$ cat src/bcfe_pkg.sv
// ---------------------------------------------------------------------------
// bcfe_pkg: shared types and BCD helpers for the calendar field editor
// Operation codes, field codes, field limits, BCD step/repair functions and
// the command bundle between controller and datapath.
// ---------------------------------------------------------------------------
package bcfe_pkg;

	localparam int FLD_W     = 3;
	localparam int FLD_COUNT = 6;

	localparam logic [FLD_W-1:0] FLD_YEAR    = 3'd0;
	localparam logic [FLD_W-1:0] FLD_MONTH   = 3'd1;
	localparam logic [FLD_W-1:0] FLD_DAY     = 3'd2;
	localparam logic [FLD_W-1:0] FLD_HOURS   = 3'd3;
	localparam logic [FLD_W-1:0] FLD_MINUTES = 3'd4;
	localparam logic [FLD_W-1:0] FLD_SECONDS = 3'd5;

	// codes 6 and 7 act as a read
	typedef enum logic [2:0] {
		OP_READ        = 3'd0,
		OP_WRITE       = 3'd1,
		OP_INC         = 3'd2,
		OP_DEC         = 3'd3,
		OP_LOAD        = 3'd4,
		OP_CORRECT_DAY = 3'd5
	} op_t;

	localparam logic [7:0] BCD_MONTH_DEFAULT = 8'h01;
	localparam logic [7:0] BCD_DAY_DEFAULT   = 8'h01;

	typedef struct packed {
		logic load;   // capture the input transfer
		logic exec;   // apply the operation, load the result register
	} bcfe_cmd_t;

	function automatic logic [7:0] lower_limit(input logic [FLD_W-1:0] f);
		logic [7:0] r;
		r = ((f == FLD_MONTH) || (f == FLD_DAY)) ? 8'h01 : 8'h00;
		return r;
	endfunction

	function automatic logic [7:0] upper_limit(input logic [FLD_W-1:0] f);
		logic [7:0] r;
		unique case (f)
			FLD_YEAR:    r = 8'h99;
			FLD_MONTH:   r = 8'h12;
			FLD_DAY:     r = 8'h31;
			FLD_HOURS:   r = 8'h23;
			default:     r = 8'h59;
		endcase
		return r;
	endfunction

	function automatic logic [7:0] bcd_to_dec(input logic [7:0] b);
		logic [7:0] t;
		logic [7:0] o;
		t = {4'b0, b[7:4]};
		o = {4'b0, b[3:0]};
		return (t << 3) + (t << 1) + o;
	endfunction

	function automatic logic [7:0] month_len(input logic [7:0] month, input logic [7:0] year);
		logic [7:0] yd;
		logic [7:0] r;
		yd = bcd_to_dec(year);
		if ((month == 8'h04) || (month == 8'h06) || (month == 8'h09) || (month == 8'h11))
			r = 8'h30;
		else if (month == 8'h02)
			r = (yd[1:0] != 2'b00) ? 8'h28 : 8'h29;
		else
			r = 8'h31;
		return r;
	endfunction

	function automatic logic [7:0] step_up(input logic [7:0] v, input logic [7:0] lo,
	                                       input logic [7:0] hi);
		logic [7:0] n;
		logic [7:0] c;
		n = v + 8'h01;
		c = n + 8'h10;
		if (v == hi)
			return lo;
		if (n[3:0] > 4'h9)
			return {c[7:4], 4'h0};
		return n;
	endfunction

	function automatic logic [7:0] step_down(input logic [7:0] v, input logic [7:0] lo,
	                                         input logic [7:0] hi);
		logic [7:0] n;
		n = v - 8'h01;
		if (v == lo)
			return hi;
		if (n[3:0] > 4'h9)
			return {n[7:4], 4'h9};
		return n;
	endfunction

	function automatic logic [7:0] repair(input logic [7:0] v, input logic [7:0] lo,
	                                      input logic [7:0] hi);
		logic [7:0] r;
		if ((v[3:0] > 4'h9) || (v[7:4] > 4'h9))
			r = lo;
		else if (v < lo)
			r = lo;
		else if (v > hi)
			r = hi;
		else
			r = v;
		return r;
	endfunction

endpackage

$ cat src/bcd_calendar_field_editor_core.sv
// ---------------------------------------------------------------------------
// bcd_calendar_field_editor_core: BCD calendar field editor, top level
// Six BCD calendar bytes (year, month, day, hours, minutes, seconds) edited
// by read / write / increment / decrement / checked load / correct day.
// Usage: one item in on s_* (one transfer), one result out on m_*.
// Sequence: the item is captured at its transfer edge and executed once
// the output register is free; the execute step sets m_tvalid.
// Flow: the controller's two-state sequence (capture, execute) takes one
// item at a time; no new item is taken before the last is executed. A new
// item is taken while the last result still waits in the output register.
// Stall: if m_tready is low the execute step waits until the output
// register is free; s_tready stays low meanwhile.
// Reset: arst_n clears the controller, drops m_tvalid, and loads the
// calendar with year 00, month 01, day 01, time 00:00:00.
// ---------------------------------------------------------------------------
module bcd_calendar_field_editor_core (
	input  logic        clk,
	input  logic        arst_n,
	input  logic        s_tvalid,
	output logic        s_tready,
	input  logic [15:0] s_tdata,   // operation[2:0], field[5:3], write_value[13:6], zero
	output logic        m_tvalid,
	input  logic        m_tready,
	output logic [23:0] m_tdata    // value_bcd[7:0], value_decimal[15:8], corrected[16], zero
);

	bcfe_pkg::bcfe_cmd_t cmd;
	logic [7:0]          value_bcd;
	logic [7:0]          value_decimal;
	logic                corrected;

	// sequencing: capture, then execute when the result register is free
	bcfe_ctrl u_ctrl (
		.clk       (clk),
		.arst_n    (arst_n),
		.in_valid  (s_tvalid),
		.in_ready  (s_tready),
		.out_valid (m_tvalid),
		.out_ready (m_tready),
		.cmd       (cmd)
	);

	// calendar store, BCD edit logic and result register
	bcfe_datapath u_dp (
		.clk           (clk),
		.arst_n        (arst_n),
		.cmd           (cmd),
		.operation     (s_tdata[2:0]),
		.field         (s_tdata[5:3]),
		.write_value   (s_tdata[13:6]),
		.value_bcd     (value_bcd),
		.value_decimal (value_decimal),
		.corrected     (corrected)
	);

	assign m_tdata = {7'b0, corrected, value_decimal, value_bcd};

	// one item at a time: no second capture right after a transfer
	a_one_in_flight: assert property (@(posedge clk) disable iff (!arst_n)
		(s_tvalid && s_tready) |=> !s_tready)
		else $error("input taken while an item is in progress");

	// execute never overwrites a result that is still waiting
	a_no_overwrite: assert property (@(posedge clk) disable iff (!arst_n)
		cmd.exec |-> (!m_tvalid || m_tready))
		else $error("result register overwritten before transfer");

	// every execute step presents a result
	a_exec_shows: assert property (@(posedge clk) disable iff (!arst_n)
		cmd.exec |=> m_tvalid)
		else $error("executed item produced no result");

	// a taken result disappears unless a new one was executed
	a_no_repeat: assert property (@(posedge clk) disable iff (!arst_n)
		(m_tvalid && m_tready && !cmd.exec) |=> !m_tvalid)
		else $error("result repeated after transfer");

endmodule

$ cat src/bcfe_ctrl.sv
// ---------------------------------------------------------------------------
// bcfe_ctrl: transfer controller for the calendar field editor
// Takes one item at a time, fires the execute step once the result register
// is free, and owns the output valid flag.
// ---------------------------------------------------------------------------
module bcfe_ctrl (
	input  logic                clk,
	input  logic                arst_n,
	input  logic                in_valid,
	output logic                in_ready,
	output logic                out_valid,
	input  logic                out_ready,
	output bcfe_pkg::bcfe_cmd_t cmd
);

	typedef enum logic {
		ST_IDLE,
		ST_EXEC
	} state_t;

	state_t state_q;
	logic   out_valid_q;
	logic   room;

	assign in_ready  = (state_q == ST_IDLE);
	assign out_valid = out_valid_q;
	assign room      = !out_valid_q || out_ready;

	always_comb begin
		cmd      = '0;
		cmd.load = in_valid && (state_q == ST_IDLE);
		cmd.exec = (state_q == ST_EXEC) && room;
	end

	always_ff @(posedge clk or negedge arst_n) begin
		if (!arst_n) begin
			state_q     <= ST_IDLE;
			out_valid_q <= 1'b0;
		end else begin
			unique case (state_q)
				ST_IDLE: begin
					if (out_valid_q && out_ready)
						out_valid_q <= 1'b0;
					if (in_valid)
						state_q <= ST_EXEC;
				end
				ST_EXEC: begin
					if (room) begin
						out_valid_q <= 1'b1;
						state_q     <= ST_IDLE;
					end
				end
				default: state_q <= ST_IDLE;
			endcase
		end
	end

endmodule

$ cat src/bcfe_datapath.sv
// ---------------------------------------------------------------------------
// bcfe_datapath: calendar registers and BCD edit logic
// Holds the captured item, the six calendar bytes and the result register.
// ---------------------------------------------------------------------------
module bcfe_datapath (
	input  logic                clk,
	input  logic                arst_n,
	input  bcfe_pkg::bcfe_cmd_t cmd,
	input  logic [2:0]          operation,
	input  logic [2:0]          field,
	input  logic [7:0]          write_value,
	output logic [7:0]          value_bcd,
	output logic [7:0]          value_decimal,
	output logic                corrected
);

	logic [2:0] op_q;
	logic [2:0] fld_q;
	logic [7:0] wv_q;
	logic [7:0] cal_q [bcfe_pkg::FLD_COUNT];
	logic [7:0] bcd_q;
	logic [7:0] dec_q;
	logic       corr_q;

	logic [2:0] sel_fld;
	logic       sel_ok;
	logic [7:0] cur_val;
	logic [7:0] mlen;
	logic [7:0] lo;
	logic [7:0] hi;
	logic [7:0] fixed;
	logic [7:0] new_val;
	logic       new_corr;
	logic [7:0] res_bcd;

	assign sel_fld = (op_q == bcfe_pkg::OP_CORRECT_DAY) ? bcfe_pkg::FLD_DAY : fld_q;
	assign sel_ok  = (sel_fld < 3'(bcfe_pkg::FLD_COUNT));
	assign cur_val = sel_ok ? cal_q[sel_fld] : 8'h00;
	assign mlen    = bcfe_pkg::month_len(cal_q[bcfe_pkg::FLD_MONTH], cal_q[bcfe_pkg::FLD_YEAR]);
	assign lo      = bcfe_pkg::lower_limit(sel_fld);
	assign hi      = (sel_fld == bcfe_pkg::FLD_DAY) ? mlen : bcfe_pkg::upper_limit(sel_fld);
	assign fixed   = bcfe_pkg::repair(wv_q, lo, bcfe_pkg::upper_limit(sel_fld));

	always_comb begin
		new_val  = cur_val;
		new_corr = 1'b0;
		unique case (op_q)
			bcfe_pkg::OP_WRITE: new_val = wv_q;
			bcfe_pkg::OP_INC:   new_val = bcfe_pkg::step_up(cur_val, lo, hi);
			bcfe_pkg::OP_DEC:   new_val = bcfe_pkg::step_down(cur_val, lo, hi);
			bcfe_pkg::OP_LOAD: begin
				new_val  = ((sel_fld == bcfe_pkg::FLD_DAY) && (fixed > hi)) ? hi : fixed;
				new_corr = (new_val != wv_q);
			end
			bcfe_pkg::OP_CORRECT_DAY: begin
				if (cur_val > mlen) begin
					new_val  = mlen;
					new_corr = 1'b1;
				end
			end
			default: new_val = cur_val;
		endcase
	end

	assign res_bcd = sel_ok ? new_val : 8'h00;

	always_ff @(posedge clk) begin
		if (cmd.load) begin
			op_q  <= operation;
			fld_q <= field;
			wv_q  <= write_value;
		end
		if (cmd.exec) begin
			bcd_q  <= res_bcd;
			dec_q  <= bcfe_pkg::bcd_to_dec(res_bcd);
			corr_q <= sel_ok && new_corr;
		end
	end

	always_ff @(posedge clk or negedge arst_n) begin
		if (!arst_n) begin
			cal_q[bcfe_pkg::FLD_YEAR]    <= 8'h00;
			cal_q[bcfe_pkg::FLD_MONTH]   <= bcfe_pkg::BCD_MONTH_DEFAULT;
			cal_q[bcfe_pkg::FLD_DAY]     <= bcfe_pkg::BCD_DAY_DEFAULT;
			cal_q[bcfe_pkg::FLD_HOURS]   <= 8'h00;
			cal_q[bcfe_pkg::FLD_MINUTES] <= 8'h00;
			cal_q[bcfe_pkg::FLD_SECONDS] <= 8'h00;
		end else if (cmd.exec && sel_ok) begin
			cal_q[sel_fld] <= new_val;
		end
	end

	assign value_bcd     = bcd_q;
	assign value_decimal = dec_q;
	assign corrected     = corr_q;

endmodule

$ cat config.mk
export PLATFORM = sky130hd
export DESIGN_NAME = bcd_calendar_field_editor_core
export DESIGN_NICKNAME = d
export VERILOG_FILES = /design/src/bcfe_pkg.sv /design/src/bcd_calendar_field_editor_core.sv /design/src/bcfe_ctrl.sv /design/src/bcfe_datapath.sv
export SDC_FILE = /design/constraint.sdc
export NUM_CORES = 1
export LEC_CHECK = 0
export ABC_AREA = 0
export BUFFER_PORTS_ARGS = -buffer_cell sky130_fd_sc_hd__buf_2
export CAP_MARGIN = 20
export CORE_MARGIN = 2
export CORE_UTILIZATION = 55
export DETAILED_ROUTE_END_ITERATION = 10
export GPL_TIMING_DRIVEN = 1
export PLACE_DENSITY = 0.73
export SETUP_SLACK_MARGIN = 0.2
export SLEW_MARGIN = 20
export SYNTH_ARGS = -nofsm -noshare
export SYNTH_HDL_FRONTEND = slang
export SYNTH_HIERARCHICAL = 1
export SYNTH_SLANG_ARGS = --single-unit
$ cat constraint.sdc
create_clock -name clk -period 8.6 [get_ports clk]
set_input_delay 0.86 -clock clk [delete_from_list [all_inputs] [get_ports clk]]
set_output_delay 0.86 -clock clk [all_outputs]
set_load 0.03 [all_outputs]
### After elaboration in Yosys (flattened, before gate mapping)

Index checks and enable logic that the tools add are counted.

* bitwise gates (word level): 2
* equality and inequality tests: 18
* add/sub/neg operators: 7
* multiplexer cells: 48
* reductions and logical operators: 17
* order comparisons: 11

Operators by type and width (count)
* 2-to-1 mux 8 bit: 21
* bitwise mux 48 bit: 1
* case mux 8 bit (5 select lines): 1
* case mux 8 bit (4 select lines): 1
* binary-select mux 8 bit (select 3 bit): 1
* demux 8 bit (select 3 bit): 1
* > comparator 8 bit: 3
* case mux 8 bit (3 select lines): 1
* 2-to-1 mux 1 bit: 17
* equality test 8 x 3 -> 1 bit, second input constant: 2
* equality test 8 bit: 2
* > comparator 4 bit, second input constant: 4
* equality test 3 x 2 -> 1 bit, second input constant: 4
* adder 7 x 5 -> 8 bit: 1
* adder 8 x 1 -> 8 bit, second input constant: 1
* adder 8 x 4 -> 8 bit: 1
* adder 8 x 5 -> 8 bit, second input constant: 1
* equality test 8 x 2 -> 1 bit, second input constant: 1
* equality test 8 x 4 -> 1 bit, second input constant: 1
* equality test 8 x 5 -> 1 bit, second input constant: 1
* less-than comparator 8 bit: 1
* != test 8 bit: 1
* subtractor 8 x 1 -> 8 bit, second input constant: 1
* logical AND 1 bit: 7
* 18 further kinds: 27

* word-level logic and storage cells: 117
* output and inout port bits: 26
* bits in registers: 81
* input port bits: 20

### Logic depth before layout (Yosys ltp)

* depth in word-level cells: 18
* depth in mapped cells: 31
* gate-level depth less buffers: 28

### Hierarchy

The synthesis kept the hierarchy.

Modules (own cells, without submodules)
* bcfe_datapath: times used 1, area each 5815.6 um^2, sequential area each 2104.5 um^2, cells an instance 609
* bcfe_ctrl: times used 1, area each 88.8 um^2, sequential area each 50.0 um^2, cells an instance 8
* bcd_calendar_field_editor_core: times used 1, area each 63.8 um^2, sequential area each 0.0 um^2, cells an instance 9

### Worst setup path after synthesis

OpenSTA, ideal clock, no wires.

* path type: register -> register
* start: register u_dp.op_q[0]
* end: register u_dp.dec_q[7], in the netlist u_dp/value_decimal[7], data pin
* arrival time: 6.454 ns
* slack: 1.884 ns
* data required time: 8.338 ns
* path buffers: 4
* stages on the path, launching flop included: 31
* period minus slack after synthesis: 6.716 ns
* setup time: 0.262 ns
* cell sequence: edfxtp_1 > buf_4 > nand3b_1 > buf_4 > buf_2 > and2_0 > inv_1 > ha_1 > nand3_1 > or4_1 > o21ai_1 > buf_2 > nor3_1 > a211oi_1 > ha_1 > a211oi_1 > o21bai_1 > o22ai_1 > a21boi_1 > nor2_1 > o211a_1 > a21oi_1 > o211ai_2 > o21a_1 > fa_1 > ha_1 > a21o_1 > a21oi_1 > inv_1 > a21oi_1 > nor2_1

* longest elaborated chain between the ends: 18
* elaborated cells between the ends (all ways): 60
* those cells by class: 5 x add/sub; 7 x order compare; 10 x eq/ne; 34 x mux; 1 x bitwise; 3 x reduce/logical

RTL lines
* start, declared: RTL line bcfe_datapath.sv:17 `logic [2:0] op_q;`
* start signal, assigned: RTL line bcfe_datapath.sv:69 `op_q <= operation;`
* equality test 3 bit: RTL line bcfe_datapath.sv:36, bcfe_datapath.sv:47
* 2-to-1 mux 3 bit: RTL line bcfe_datapath.sv:36 `assign sel_fld = (op_q == bcfe_pkg::OP_CORRECT_DAY) ? bcfe_pkg::FLD_DAY : fld_q;`
* NOT 3 -> 4 bit (not written as such): RTL line bcfe_datapath.sv:38 `assign cur_val = sel_ok ? cal_q[sel_fld] : 8'h00;`
* binary-select mux 8 bit (select 3 bit): RTL line bcfe_datapath.sv:38
* 2-to-1 mux 8 bit (not written as such) (2 in a row): RTL line bcfe_datapath.sv:38
* 2-to-1 mux 8 bit: RTL line bcfe_datapath.sv:38
* subtractor 8 x 1 -> 8 bit or adder 8 x 1 -> 8 bit (tied branches): RTL line bcfe_pkg.sv:91, bcfe_pkg.sv:79
* > comparator 4 bit, on equally long branches: RTL line bcfe_pkg.sv:94, bcfe_pkg.sv:83
* 2-to-1 mux 1 bit, on equally long branches (2 in a row): RTL line bcfe_pkg.sv:94, bcfe_pkg.sv:83
* 2-to-1 mux 1 bit: RTL line bcfe_datapath.sv:47 `unique case (op_q)`
* 2-to-1 mux 8 bit, on equally long branches: RTL line bcfe_pkg.sv:96, bcfe_pkg.sv:85
* 2-to-1 mux 8 bit, on equally long branches: RTL line bcfe_pkg.sv:94, bcfe_pkg.sv:83
* case mux 8 bit (5 select lines): RTL line bcfe_datapath.sv:47
* 2-to-1 mux 8 bit *: RTL line bcfe_datapath.sv:65 `assign res_bcd = sel_ok ? new_val : 8'h00;`
* via u_dp.res_bcd[4]: RTL line bcfe_datapath.sv:34 `logic [7:0] res_bcd;`
* adder 7 x 5 -> 8 bit *: RTL line bcfe_pkg.sv:59 `return (t << 3) + (t << 1) + o;`
* adder 8 x 4 -> 8 bit *: RTL line bcfe_pkg.sv:59
* end signal, assigned: RTL line bcfe_datapath.sv:75 `dec_q <= bcfe_pkg::bcd_to_dec(res_bcd);`
* end, declared: RTL line bcfe_datapath.sv:22 `logic [7:0] dec_q;`

Mark *: on every way through the listed nets, which the timed path passes. The rest lies on a longest branch. The select of a mux whose other input is x is not followed.
A chain may end at the register's enable or synchronous reset.

### Worst setup path after layout

* start: register u_dp.op_q[1]
* end: register u_dp.dec_q[7], in the netlist u_dp/value_decimal[7], data pin

Same word-level chain as after synthesis.

==> results.toml <==
[floorplan]
ios = 46
row_count = 38
fp.dieW_microns = 108
core_area_sq_um = 10700
die_area_sq_um = 11700
die_y_microns = 108
start_util_pct = 55.8

[clock_network]
cts_buffers = 9
clk_latency_ns = 0.37
hold_buffers = 0
postCtsSetupBuffers = 0
clk_path_buf_depth = 2
cts_sinks = 80
clk_pin_slew_ns = 0.08
cts_tree = "done"
cts_resized = 0
htree_levels = 3
cts_root_buf = "clkbuf_8"

[synthesis]
syn-instance-count = 626
yosys.area.top_type = "dfrtp_1"
syn_area_sq_um = 5970
synth.area.top_cells = "dfrtp_1, edfxtp_1, mux2_2"
ys.flop_type = "dfrtp_1"
yosysSeqAreaShare_pct = 36.1
synth_edf_count = 30
async_flop_share_pct = 62.5
syn_avg_cell_area_sq_um = 9.53
netlist.area_leader.share_pct = 20.1
yosysWarningCount = 6
ys_ff_latch = 80
ys_types = 89

[grt]
overflow = 0
antenna_found_initial = 1
grt_max_degree = 51
grt_pass1_wl_microns = 26200
track_usage_pct = 29.6
grt_pass1_vias = 5035

[setup_path]
path_buf_inv = 4
startpoint = "u_dp/op_q[1]"
path_delay_family = "compound AO/OA/AOI/OAI gates"
crit_type = "reg -> reg"
cp_common_cell = "a21oi_1"
crit-reg2reg-launch = "u_dp/op_q[1]"
critical_path.slowest_cell = "edfxtp_1"
cp-start-kind = "flop"
cp.arrival_ns = 8.07
cp-end-kind = "flop"
crit_fanout = 17
worstPathRequired_ns = 8.71
max_stage_delay_ns = 0.74

[power]
ir_worst_vdd_mv = 0.170
p_leak_nw = 2.80
power_density_nw_per_um2 = 272
internal_power_uw = 995
finalPower_mw = 1.74
swShare_pct = 42.9
p_sw_uw = 748
clkPwrFrac_pct = 15.3
power_frac_comb_pct = 48.5
power_frac_seq_pct = 36.1

[placed_design]
place_congestion = 1.03
hpwl_microns = 12200
place.port_buffers = 36

[final_layout]
seqCellArea_sq_um = 2150
multi_input_area_sq_um = 3490
drive_gt1_share_pct = 20.8
n_fill_cell = 987
num_antenna_cells = 0
final_util_pct = 59.9
nNetsFinal = 706
areaGrowthSynthToFinish_pct = 7.40

[sta]
period_minus_slack_ns = 7.96
final.setup_skew_ns = 0.0135
fin_crit_sh_pct = 92.5
finalSetupViolations = 0
rsz0062_at_grt = "no"
finalSetupTns_ns = 0
drv_slew = 0
relSlewSlack_pct = 44.1
max_freq_mhz = 126
hold-worst-slack_ns = 0.497
hold_viol_final = 0
tightestPinTransition_ns = 0.839

[detailed_routing]
drt_wl_total_microns = 16400
drtPass1Iterations = 7
postRouteAntennaNets = 0
drt-initial-drc-count = 416
via_per_inst = 6.51
remaining_drc_errors = 0
via_count = 5205
avgRoutedWirePerCell_microns = 20.6

[outcome]
status = "complete, no violations"

[hold_path]
hold_path.class = "in -> async"

[job]
cap_violations = 0
cells in the final DEF, fill, tap and decap left out, types with 4 or more instances in the layout:
cell type  count
a211oi_1       9
nand3_1       17
and2_1         4
edfxtp_1      30
nor2b_1        5
a221o_1        4
mux2i_1       22
buf_2         35
o31ai_1        4
mux2_2        34
clkbuf_8      10
a21o_1         4
conb_1         7
a21oi_2        4
buf_4         14
o211ai_1       7
o211a_1        5
nand2b_1       9
a21oi_1       29
nand4_1        6
o21ai_0       45
nand2_1       51
inv_1         30
dfrtp_1       48
o22ai_1        5
a31oi_1        5
xnor2_1        8
nor3_1        20
xor2_1         9
o21ai_1        5
a31o_2         5
nor2_1        46
nor4_1         4
ha_1          30
and3_1         6
cells in the mapped netlist, drive strengths merged, types with 6 or more instances:
| library cell | instances |
|---|---|
| clkbuf | 10 |
| dfrtp | 48 |
| ha | 30 |
| buf | 28 |
| o211ai | 10 |
| xor2 | 9 |
| xnor2 | 8 |
| inv | 31 |
| a21oi | 33 |
| a211oi | 9 |
| o21ai | 51 |
| nor3 | 21 |
| nor2 | 46 |
| nand4 | 6 |
| mux2i | 22 |
| a31o | 7 |
| nand2b | 9 |
| nand3 | 18 |
| mux2 | 34 |
| a31oi | 7 |
| edfxtp | 30 |
| nor4 | 6 |
| nor2b | 6 |
| nand2 | 51 |
| and3 | 6 |
worst register-to-register path, delay by kind of cell (launching register included):
kind | cells | cell delay, ns
AOI/OAI and AO/OA | 14 | 3.23
adders and majority gates | 4 | 1.41
and+or+nand+nor | 7 | 1.68
DFF | 1 | 0.74
buffers and inverters | 4 | 0.66
cells by family (layout without fill, tap and decap cells):
family                     Yosys count  after routing  synth area share (%)
buffers and inverters               69             96                  5.85
DFF                                 80             80                  36.1
muxes                               56             56                  10.1
and+or+nand+nor                    193            193                  16.5
adders and majority gates           32             32                  6.96
xor gates and xnor gates            17             17                  2.49
other                                1              7                0.0628
AOI/OAI and AO/OA                  178            178                  21.9
power by group through the flow:
stage               logic [mW]  clock network, mW  registers, mW
finish                   0.846              0.267          0.630
global route             0.928              0.293          0.645
CTS                      0.834              0.275          0.628
detailed placement       0.830                  0          0.636
global placement         0.802                  0          0.627
floorplan                0.599                  0          0.642
layout make-up:
type | count | share of cell area, %
sequential | 80 | 33.6
inverter | 31 | 1.82
timing repair buffer | 49 | 4.37
clock inverter | 4 | 0.410
clock buffer | 12 | 2.60
multi-input combinational | 483 | 54.5
tap | 140 | 2.73
flip-flops by register name, summed over array words and instances (netlist names):
signal / flops
u_dp/cal_q: 48
u_dp/fld_q: 3
u_dp/op_q: 3
u_dp/value_decimal: 7
u_ctrl/state_q: 1
u_dp/value_bcd: 8
u_dp/wv_q: 8
u_ctrl/out_valid: 1
u_dp/corrected: 1
routing by layer:
| layer | routed length (microns) | part of all wire, % | global-route usage (%) |
|---|---|---|---|
| met5 | 13 | 0.079 | 0 |
| met2 | 7580 | 46 | 45.6 |
| met4 | 531 | 3.2 | 12.1 |
| met3 | 1080 | 6.6 | 6.99 |
| met1 | 7230 | 44 | 40.3 |
final timing paths:
kind | to | slack (ns) | depth (start not counted)
worst min-delay path | u_dp/cal_q[1] | 0.50 | 1
worst max-delay path | u_dp/value_decimal[7] | 0.64 | 29
worst min register to register | u_dp/cal_q[17] | 0.50 | 2
min in group clk | u_dp/cal_q[17] | 0.50 | 2
max in group asynchronous | u_dp/cal_q[34] | 7.66 | 1
worst max register to register | u_dp/value_decimal[7] | 0.64 | 29
stage by stage:
step / instance area [sq um] / worst slack (ns) / std cells
after floorplan: 5990 / 1.88 / 632
final: 6410 / 0.643 / 799
after detailed placement: 6210 / 0.947 / 783
after CTS: 6410 / 0.930 / 799
after global routing: 6410 / 0.271 / 799
after global placement: 6210 / 1.19 / 783
Power figures use the tool's default switching activity.
